===== config.mk =====
export PLATFORM = sky130hd
export DESIGN_NAME = glzw_packer
export DESIGN_NICKNAME = d
export VERILOG_FILES = /design/src/rtl/glzw_pkg.sv /design/src/rtl/glzw_packer.sv
export SDC_FILE = /design/constraint.sdc
export NUM_CORES = 1
export LEC_CHECK = 0
export BUFFER_PORTS_ARGS = -buffer_cell sky130_fd_sc_hd__buf_2
export CAP_MARGIN = 40
export CORE_ASPECT_RATIO = 0.8
export CORE_MARGIN = 1
export CORE_UTILIZATION = 40
export DETAILED_ROUTE_END_ITERATION = 6
export GPL_TIMING_DRIVEN = 0
export PLACE_DENSITY = 0.66
export SETUP_SLACK_MARGIN = 0.05
export SYNTH_ARGS = -nofsm -noshare
export SYNTH_HDL_FRONTEND = slang
export SYNTH_SLANG_ARGS = --single-unit

===== constraint.sdc =====
create_clock -name clk -period 4.1 [get_ports clk]
set_clock_uncertainty 0.2 [all_clocks]
set_input_delay 0.205 -clock clk [delete_from_list [all_inputs] [get_ports clk]]
set_output_delay 0.205 -clock clk [all_outputs]
set_load 0.03 [all_outputs]

===== src/rtl/glzw_pkg.sv =====
// Shared types and constants for the GIF LZW code packer.
package glzw_pkg;

	localparam int SYM_BITS   = 8;
	localparam int CODE_BITS  = 12;
	localparam int IDX_BITS   = CODE_BITS + SYM_BITS;
	localparam int DICT_DEPTH = 1 << IDX_BITS;
	localparam int OWNER_DEPTH = 1 << CODE_BITS;
	localparam int WIDTH_BITS = 4;
	localparam int GRP_CODES  = 5;
	localparam int GRP_CNT_BITS = 3;
	localparam int ACC_BITS   = 7 + CODE_BITS;
	localparam int ACC_N_BITS = 5;
	localparam int GRP_DEPTH  = 4;
	localparam int GRP_PTR_BITS = 2;
	localparam int GRP_LVL_BITS = 3;

	localparam logic [CODE_BITS-1:0] CLEAR_CODE = CODE_BITS'(1 << SYM_BITS);
	localparam logic [CODE_BITS-1:0] END_CODE   = CODE_BITS'((1 << SYM_BITS) + 1);
	// last assigned code after a clear, and the first code that can be assigned
	localparam logic [CODE_BITS-1:0] FIRST_FREE = CODE_BITS'((1 << SYM_BITS) + 1);
	localparam logic [CODE_BITS-1:0] FIRST_ASSIGNED = CODE_BITS'((1 << SYM_BITS) + 2);
	localparam logic [CODE_BITS-1:0] DICT_LIMIT = CODE_BITS'((1 << CODE_BITS) - 1);
	localparam logic [WIDTH_BITS-1:0] MIN_WIDTH = WIDTH_BITS'(SYM_BITS + 1);
	localparam logic [WIDTH_BITS-1:0] MAX_WIDTH = WIDTH_BITS'(CODE_BITS);
	// group FIFO level at or below which a new pixel may enter
	localparam logic [GRP_LVL_BITS-1:0] GRP_ROOM_LVL = GRP_LVL_BITS'(GRP_DEPTH - 2);

	typedef struct packed {
		logic [7:0] pixel_index;
		logic       last_pixel;
	} pix_in_t;

	typedef struct packed {
		logic [7:0] code_byte;
		logic       end_of_image;
	} byte_out_t;

	// codes produced by one pixel, in emission order
	typedef struct packed {
		logic [GRP_CODES-1:0][CODE_BITS-1:0]  code;
		logic [GRP_CODES-1:0][WIDTH_BITS-1:0] width;
		logic [GRP_CNT_BITS-1:0]              count;
		logic                                 last;
	} code_grp_t;

endpackage


===== src/rtl/glzw_packer.sv =====
// Code group FIFO and LSB-first bit packer with registered byte output.
module glzw_packer import glzw_pkg::*; (
	input  logic      clk,
	input  logic      arst_n,
	input  logic      grp_valid,
	input  code_grp_t grp,
	output logic      grp_room,
	output logic      stream_valid,
	input  logic      stream_ready,
	output byte_out_t stream_data
);

	code_grp_t fifo_q [GRP_DEPTH];
	logic [GRP_PTR_BITS-1:0] wr_ptr_q, rd_ptr_q;
	logic [GRP_LVL_BITS-1:0] lvl_q;
	logic [GRP_CNT_BITS-1:0] k_q, k_d;
	logic [ACC_BITS-1:0]     acc_q, acc_d;
	logic [ACC_N_BITS-1:0]   accn_q, accn_d;

	code_grp_t head;
	logic have, codes_done, load_ok, pop, emit, emit_end;
	logic [7:0] emit_byte;

	assign grp_room   = lvl_q <= GRP_ROOM_LVL;
	assign head       = fifo_q[rd_ptr_q];
	assign have       = lvl_q != '0;
	assign codes_done = k_q == head.count;
	assign load_ok    = !stream_valid || stream_ready;

	// one step a cycle unless stalled: byte out, else code in, else pad
	always_comb begin
		acc_d     = acc_q;
		accn_d    = accn_q;
		k_d       = k_q;
		pop       = 1'b0;
		emit      = 1'b0;
		emit_end  = 1'b0;
		emit_byte = acc_q[7:0];
		if (accn_q >= ACC_N_BITS'(8)) begin
			if (load_ok) begin
				emit     = 1'b1;
				emit_end = have && codes_done && head.last && accn_q == ACC_N_BITS'(8);
				acc_d    = acc_q >> 8;
				accn_d   = accn_q - ACC_N_BITS'(8);
				if (emit_end) begin
					pop = 1'b1;
					k_d = '0;
				end
			end
		end else if (have && !codes_done) begin
			acc_d  = acc_q | (ACC_BITS'(head.code[k_q]) << accn_q[2:0]);
			accn_d = accn_q + ACC_N_BITS'(head.width[k_q]);
			k_d    = k_q + 1'b1;
			if (k_d == head.count && !head.last) begin
				pop = 1'b1;
				k_d = '0;
			end
		end else if (have) begin
			if (accn_q == '0) begin
				pop = 1'b1;
				k_d = '0;
			end else if (load_ok) begin
				emit     = 1'b1;
				emit_end = 1'b1;
				acc_d    = '0;
				accn_d   = '0;
				pop      = 1'b1;
				k_d      = '0;
			end
		end
	end

	// FIFO storage
	always_ff @(posedge clk) begin
		if (grp_valid)
			fifo_q[wr_ptr_q] <= grp;
	end

	// output payload
	always_ff @(posedge clk) begin
		if (emit) begin
			stream_data.code_byte    <= emit_byte;
			stream_data.end_of_image <= emit_end;
		end
	end

	// control state
	always_ff @(posedge clk or negedge arst_n) begin
		if (!arst_n) begin
			wr_ptr_q     <= '0;
			rd_ptr_q     <= '0;
			lvl_q        <= '0;
			k_q          <= '0;
			acc_q        <= '0;
			accn_q       <= '0;
			stream_valid <= 1'b0;
		end else begin
			if (grp_valid)
				wr_ptr_q <= wr_ptr_q + 1'b1;
			if (pop)
				rd_ptr_q <= rd_ptr_q + 1'b1;
			lvl_q  <= lvl_q + GRP_LVL_BITS'(grp_valid) - GRP_LVL_BITS'(pop);
			k_q    <= k_d;
			acc_q  <= acc_d;
			accn_q <= accn_d;
			if (emit)
				stream_valid <= 1'b1;
			else if (stream_ready)
				stream_valid <= 1'b0;
		end
	end

endmodule


* Yosys cells after proc, flatten, opt, wreduce, memory -nomap -nowiden
Memory sizes are Yosys's and may differ from the RTL's.
Index checks and enable logic that the tools add are counted.
** Cells by class
- Add/subtract/negate cells :: 7
- Magnitude comparators :: 3
- Eq/ne operators :: 6
- Shift operators :: 1
- Mux-type cells :: 42
- Bitwise gates (word level) :: 1
- Reduce and logical (&&, ||, !) cells :: 16
** Operator list (number)
- 19-bit two-way mux :: 6
- 12-bit binary-select mux with 3-bit select :: 1
- 5-bit two-way mux :: 6
- 3-bit two-way mux :: 8
- 19-bit OR :: 1
- 12-bit by 3-bit left shift with 19-bit output :: 1
- 1-bit two-way mux :: 18
- 4-bit binary-select mux with 3-bit select :: 1
- 12-bit two-way mux :: 1
- 3-bit nonzero test :: 3
- 4-bit AND reduction :: 2
- 3-bit equality test :: 2
- 5-bit by 4-bit adder with 5-bit output :: 1
- 5-bit by 4-bit equality test with 1-bit output, second input constant :: 1
- 5-bit by 4-bit greater-or-equal comparator with 1-bit output, second input constant :: 1
- 1-bit logical AND :: 5
- 5-bit zero test :: 1
- 5-bit by 4-bit subtractor with 5-bit output, second input constant :: 1
- 2-bit by 1-bit adder with 2-bit output, second input constant :: 2
- 3-bit by 4-bit less-than comparator with 1-bit output, second input constant :: 1
- 4-bit two-way mux :: 1
- 3-bit by 1-bit adder with 3-bit output :: 1
- 3-bit by 1-bit adder with 3-bit output, second input constant :: 1
- 3-bit by 2-bit <= comparator with 1-bit output, second input constant :: 1
- other kinds (7) :: 9
** Storage, ports and cells
- Register bits after elaboration :: 44
- RAM bits :: 336
- Output and inout bits :: 11
- Word-level logic and storage cells :: 86
- Memories :: 1
** Memories
- fifo_q :: depth 4, bits a word 84, read ports 1, clocked after memory_dff 0, write ports 1, RTL line glzw_packer.sv:13 : code_grp_t fifo_q [GRP_DEPTH];

* Logic depth before layout (Yosys ltp)
An unclocked memory read counts as a cell.
- Depth in word-level cells :: 9
- Mapped depth :: 16
- Gate-level depth less buffers :: 11

* Worst setup path after synthesis
Ideal clock, no wire load.
- Path type :: register to register
- Start point :: register rd_ptr_q[1]
- End point :: register accn_q[4]
- Library setup time :: 0.137 ns
- Arrival time :: 3.769 ns
- Slack :: -0.006 ns
- Cell stages (with the launch flop) :: 16
- Period minus slack after synthesis :: 4.106 ns
- Path through :: dfrtp_1 -> buf_4 -> buf_4 -> buf_6 -> buf_2 -> buf_2 -> buf_1 -> mux4_2 -> mux4_2 -> a22o_1 -> ha_1 -> fa_1 -> a21o_1 -> a21oi_1 -> o32a_1 -> o22ai_1
** Between the ends
- Longest elaborated chain between the ends :: 6
- Elaborated cells between the ends (all ways) :: 13
** Ends and longest elaborated chain
- start, declared :: RTL line glzw_packer.sv:14 : logic [GRP_PTR_BITS-1:0] wr_ptr_q, rd_ptr_q;
- start signal, assigned :: RTL line glzw_packer.sv:101 : rd_ptr_q <= rd_ptr_q + 1'b1;
- memory read 4 x 84 bit *
- 4-bit binary-select mux with 3-bit select or 3-bit equality test (tied branches) :: RTL line glzw_packer.sv:52, glzw_packer.sv:27
- 4-bit two-way mux (not written as such) or 1-bit zero test (tied branches) :: RTL line glzw_packer.sv:52, glzw_packer.sv:50
- 5-bit by 4-bit adder with 5-bit output or 1-bit logical AND (tied branches) :: RTL line glzw_packer.sv:52, glzw_packer.sv:50
- 5-bit two-way mux (tied with other cells) :: RTL line glzw_packer.sv:50 : end else if (have && !codes_done) begin
- 5-bit two-way mux or 4-bit AND reduction (tied branches)
- end signal, assigned :: RTL line glzw_packer.sv:105 : accn_q <= accn_d;
- end, declared :: RTL line glzw_packer.sv:18 : logic [ACC_N_BITS-1:0] accn_q, accn_d;
Mark *: on every way between the ends. The rest lies on a longest branch, timed or not. The select of a mux whose other input is x is not followed.
A chain may end at the register's enable or synchronous reset.

* Worst setup path after layout
- Start point :: register k_q[2]
- End point :: register accn_q[4]
** Between the ends
- Longest elaborated chain between the ends :: 5
- Elaborated cells between the ends (all ways) :: 12
** Ends and longest elaborated chain
- start, declared :: RTL line glzw_packer.sv:16 : logic [GRP_CNT_BITS-1:0] k_q, k_d;
- start signal, assigned :: RTL line glzw_packer.sv:103 : k_q <= k_d;
- 4-bit binary-select mux with 3-bit select or 3-bit equality test (tied branches) :: RTL line glzw_packer.sv:52, glzw_packer.sv:27
- 4-bit two-way mux (not written as such) or 1-bit zero test (tied branches) :: RTL line glzw_packer.sv:52, glzw_packer.sv:50
- 5-bit by 4-bit adder with 5-bit output or 1-bit logical AND (tied branches) :: RTL line glzw_packer.sv:52, glzw_packer.sv:50
- 5-bit two-way mux (tied with other cells) :: RTL line glzw_packer.sv:50
- 5-bit two-way mux or 4-bit AND reduction (tied branches)
Parallel ways exist; a longest one is shown, timed or not. The select of a mux whose other input is x is not followed.

==> results.json <==
{
  "outcome": "complete, no violations",
  "clk_pin_slew_ps": 60,
  "total_power_uw": 14430,
  "rows": 64,
  "crit_fanout": 10,
  "synth_warnings": 0,
  "gp_congestion": 0.8926,
  "ys_types": 74,
  "grt_first_pass_wirelength_um": 54650,
  "fin_crit_sh": 0.9462,
  "required_ps": 4280,
  "dp_hpwl_um": 23710,
  "cts_max_level": 2,
  "slew_viol_final": 0,
  "fmax_mhz": 257.8,
  "clock_sinks": 380,
  "synth_nets": 951,
  "grt_pass1_vias": 9102,
  "synthCells": 848,
  "seqCellArea_mm2": 0.01124,
  "via_count": 8782,
  "final_area_mm2": 0.01905,
  "drive_above_1_share": 0.2582,
  "place_area_mm2": 0.01689,
  "synth_most_common_cell": "edfxtp_1",
  "grt_max_degree": 55,
  "synth_top_area_cell": "edfxtp_1",
  "die_area_mm2": 0.03986,
  "clock_path_buffers": 3,
  "ant_nets": 0,
  "syn-cell-area_mm2": 0.01562,
  "cp_slowest_cell": "clkbuf_1",
  "drc": 0,
  "fin_tns_setup_ps": 0,
  "num_io_pins": 99,
  "die_y_um": 178.8,
  "syn_to_final_growth_pct": 21.94,
  "async_flop_share": 0.09211,
  "fin_crit_ps": 3879,
  "synth_edf_count": 345,
  "routed_wl_um": 36230,
  "place_ws_ps": -720.1,
  "synth_common_cells": "edfxtp_1, mux4_2, mux2i_1",
  "synth_top_cells_by_area": "edfxtp_1, mux4_2, dfrtp_1, mux2i_1, mux2_2",
  "avgSynthCellArea_um2": 18.43,
  "slew_headroom": 0.4345,
  "cts_tree": "done",
  "synth_top_area_share": 0.6630,
  "clk_latency_ps": 540,
  "hp-class": "primary input to async pin",
  "cp_cell_sequence": "buf_2 > clkbuf_1 > inv_1 > a22o_1 > ha_1 > fa_1 > a21o_1 > a21oi_1 > o32a_1 > o22ai_1",
  "synth_seq_cells": 380,
  "crit_path_start_kind": "flop",
  "layoutNonFillerInstCount": 1600,
  "coreArea_mm2": 0.03836,
  "worstPathArrival_ps": 4060,
  "worst_pin_slew_ps": 843.1,
  "crit_type": "flop to flop",
  "rsz0062_at_grt": "no",
  "drv_cap": 0,
  "setup_viol": 0,
  "synthFlopType": "edfxtp_1",
  "start_util": 0.4074,
  "first_pass_iters": 6,
  "p_leak_uw": 0.006722,
  "grt-ovfl-total": 0,
  "fp.dieW_um": 223.0,
  "cts_setup_buffers": 0,
  "place_inst": 1449,
  "hold_viol": 0,
  "multi_input_comb_area_mm2": 0.004088,
  "yosysSeqAreaShare": 0.7191,
  "root_buffer": "clkbuf_16",
  "cts_buffers": 38,
  "power_per_cell_area_mw_per_mm2": 757.4,
  "setup_slack_ps": 220.7,
  "ir_drop_mv": 0.4009,
  "cpPeakStageDelay_ps": 630,
  "post_drt_wl_per_cell_um": 22.65,
  "grt_use_total": 0.1839,
  "antenna_found_initial": 1,
  "port_buffers": 98,
  "drtIter0Drc": 800,
  "fillers": 3175,
  "via_per_inst": 5.489,
  "endpoint_kind": "flop",
  "nNetsFinal": 1181
}
[critical path: cells and delay by family, from the launching register on]
family / cells / cell delay (ps)
buffers and inverters: 3 / 1380
AO/OA/AOI/OAI: 5 / 960
adder cells (fa/ha/maj): 2 / 650
flip-flops: 1 / 540
[worst paths after layout]
path	startpoint	end	slack [ps]	cells past startpoint
hold / removal	arst_n	accn_q[0]$_DFFE_PN0P_	120	2
setup reg to reg	k_q[2]$_DFFE_PN0P_	accn_q[4]$_DFFE_PN0P_	220	10
min in group clk	grp[54]	fifo_q[2][54]$_DFFE_PP_	220	2
hold reg to reg	acc_q[7]$_DFFE_PN0P_	stream_data[8]$_DFFE_PP_	280	0
setup / recovery	k_q[2]$_DFFE_PN0P_	accn_q[4]$_DFFE_PN0P_	220	10
max in group asynchronous	arst_n	lvl_q[0]$_DFF_PN0_	3050	2
[timing repair]
action	in CTS	in global routing
endpoints found under the hold margin	375	0
hold buffers	87	0
pin swaps	0	0
cloned	0	2
resized for setup	9	12
endpoints found under the setup margin	4	4
[power breakdown]
part	internal [uW]	switching [uW]	total (uW)
Sequential	5140	251	5400
Clock	1950	1420	3370
Combinational	2360	3300	5660
Total	9460	4970	14400
[layout make-up]
class,count,area share
repair buffers,195,0.08156
diodes,1,0.0001313
flip-flops and latches,380,0.5897
clock buffers,55,0.05647
inverters,17,0.003415
multi-input cells,407,0.2145
clock inverters,11,0.005976
plain buffers,39,0.01569
well taps,495,0.03251
[metrics by stage]
step | hold slack, ps | utilization
floorplan | -290.6 | -
global placement | 144.2 | 0.4364
detailed placement | 152.1 | 0.4404
CTS | 138.4 | 0.4941
global route | 208.3 | 0.4967
finish | 115.4 | 0.4967
[registers in the layout (all words and copies together) (netlist names)]
| name | cells |
|---|---|
| acc_q | 19 |
| rd_ptr_q | 2 |
| stream_data | 9 |
| wr_ptr_q | 2 |
| accn_q | 5 |
| lvl_q | 3 |
| stream_valid | 1 |
| k_q | 3 |
| fifo_q | 336 |
[metal layers]
metal / track usage / share of wire
met3: 0.03671 / 0.065
met5: 0 / 0
met1: 0.2655 / 0.46
met2: 0.2895 / 0.46
met4: 0.03994 / 0.014
[layout by cell type (no fill, tap or decap), types with 19 or more instances in the layout]
| cell type | netlist | routed |
|---|---|---|
| clkbuf_1 | 19 | 29 |
| mux4_2 | 69 | 69 |
| nor2_1 | 27 | 27 |
| nand2_1 | 32 | 32 |
| edfxtp_1 | 345 | 345 |
| buf_2 | 9 | 102 |
| dlygate4sd3_1 | 0 | 87 |
| clkbuf_16 | 0 | 41 |
| mux2_2 | 19 | 19 |
| dfrtp_1 | 35 | 35 |
| mux2i_1 | 42 | 42 |
[cell families after synthesis]
| group | synth area share |
|---|---|
| AOI/OAI and AO/OA | 0.05574 |
| xor gates and xnor gates | 0.007607 |
| adders and majority gates | 0.01297 |
| buffers and inverters | 0.01994 |
| DFF | 0.7191 |
| muxes | 0.1417 |
| and+or+nand+nor | 0.04292 |
(Power assumes the default switching activity.)
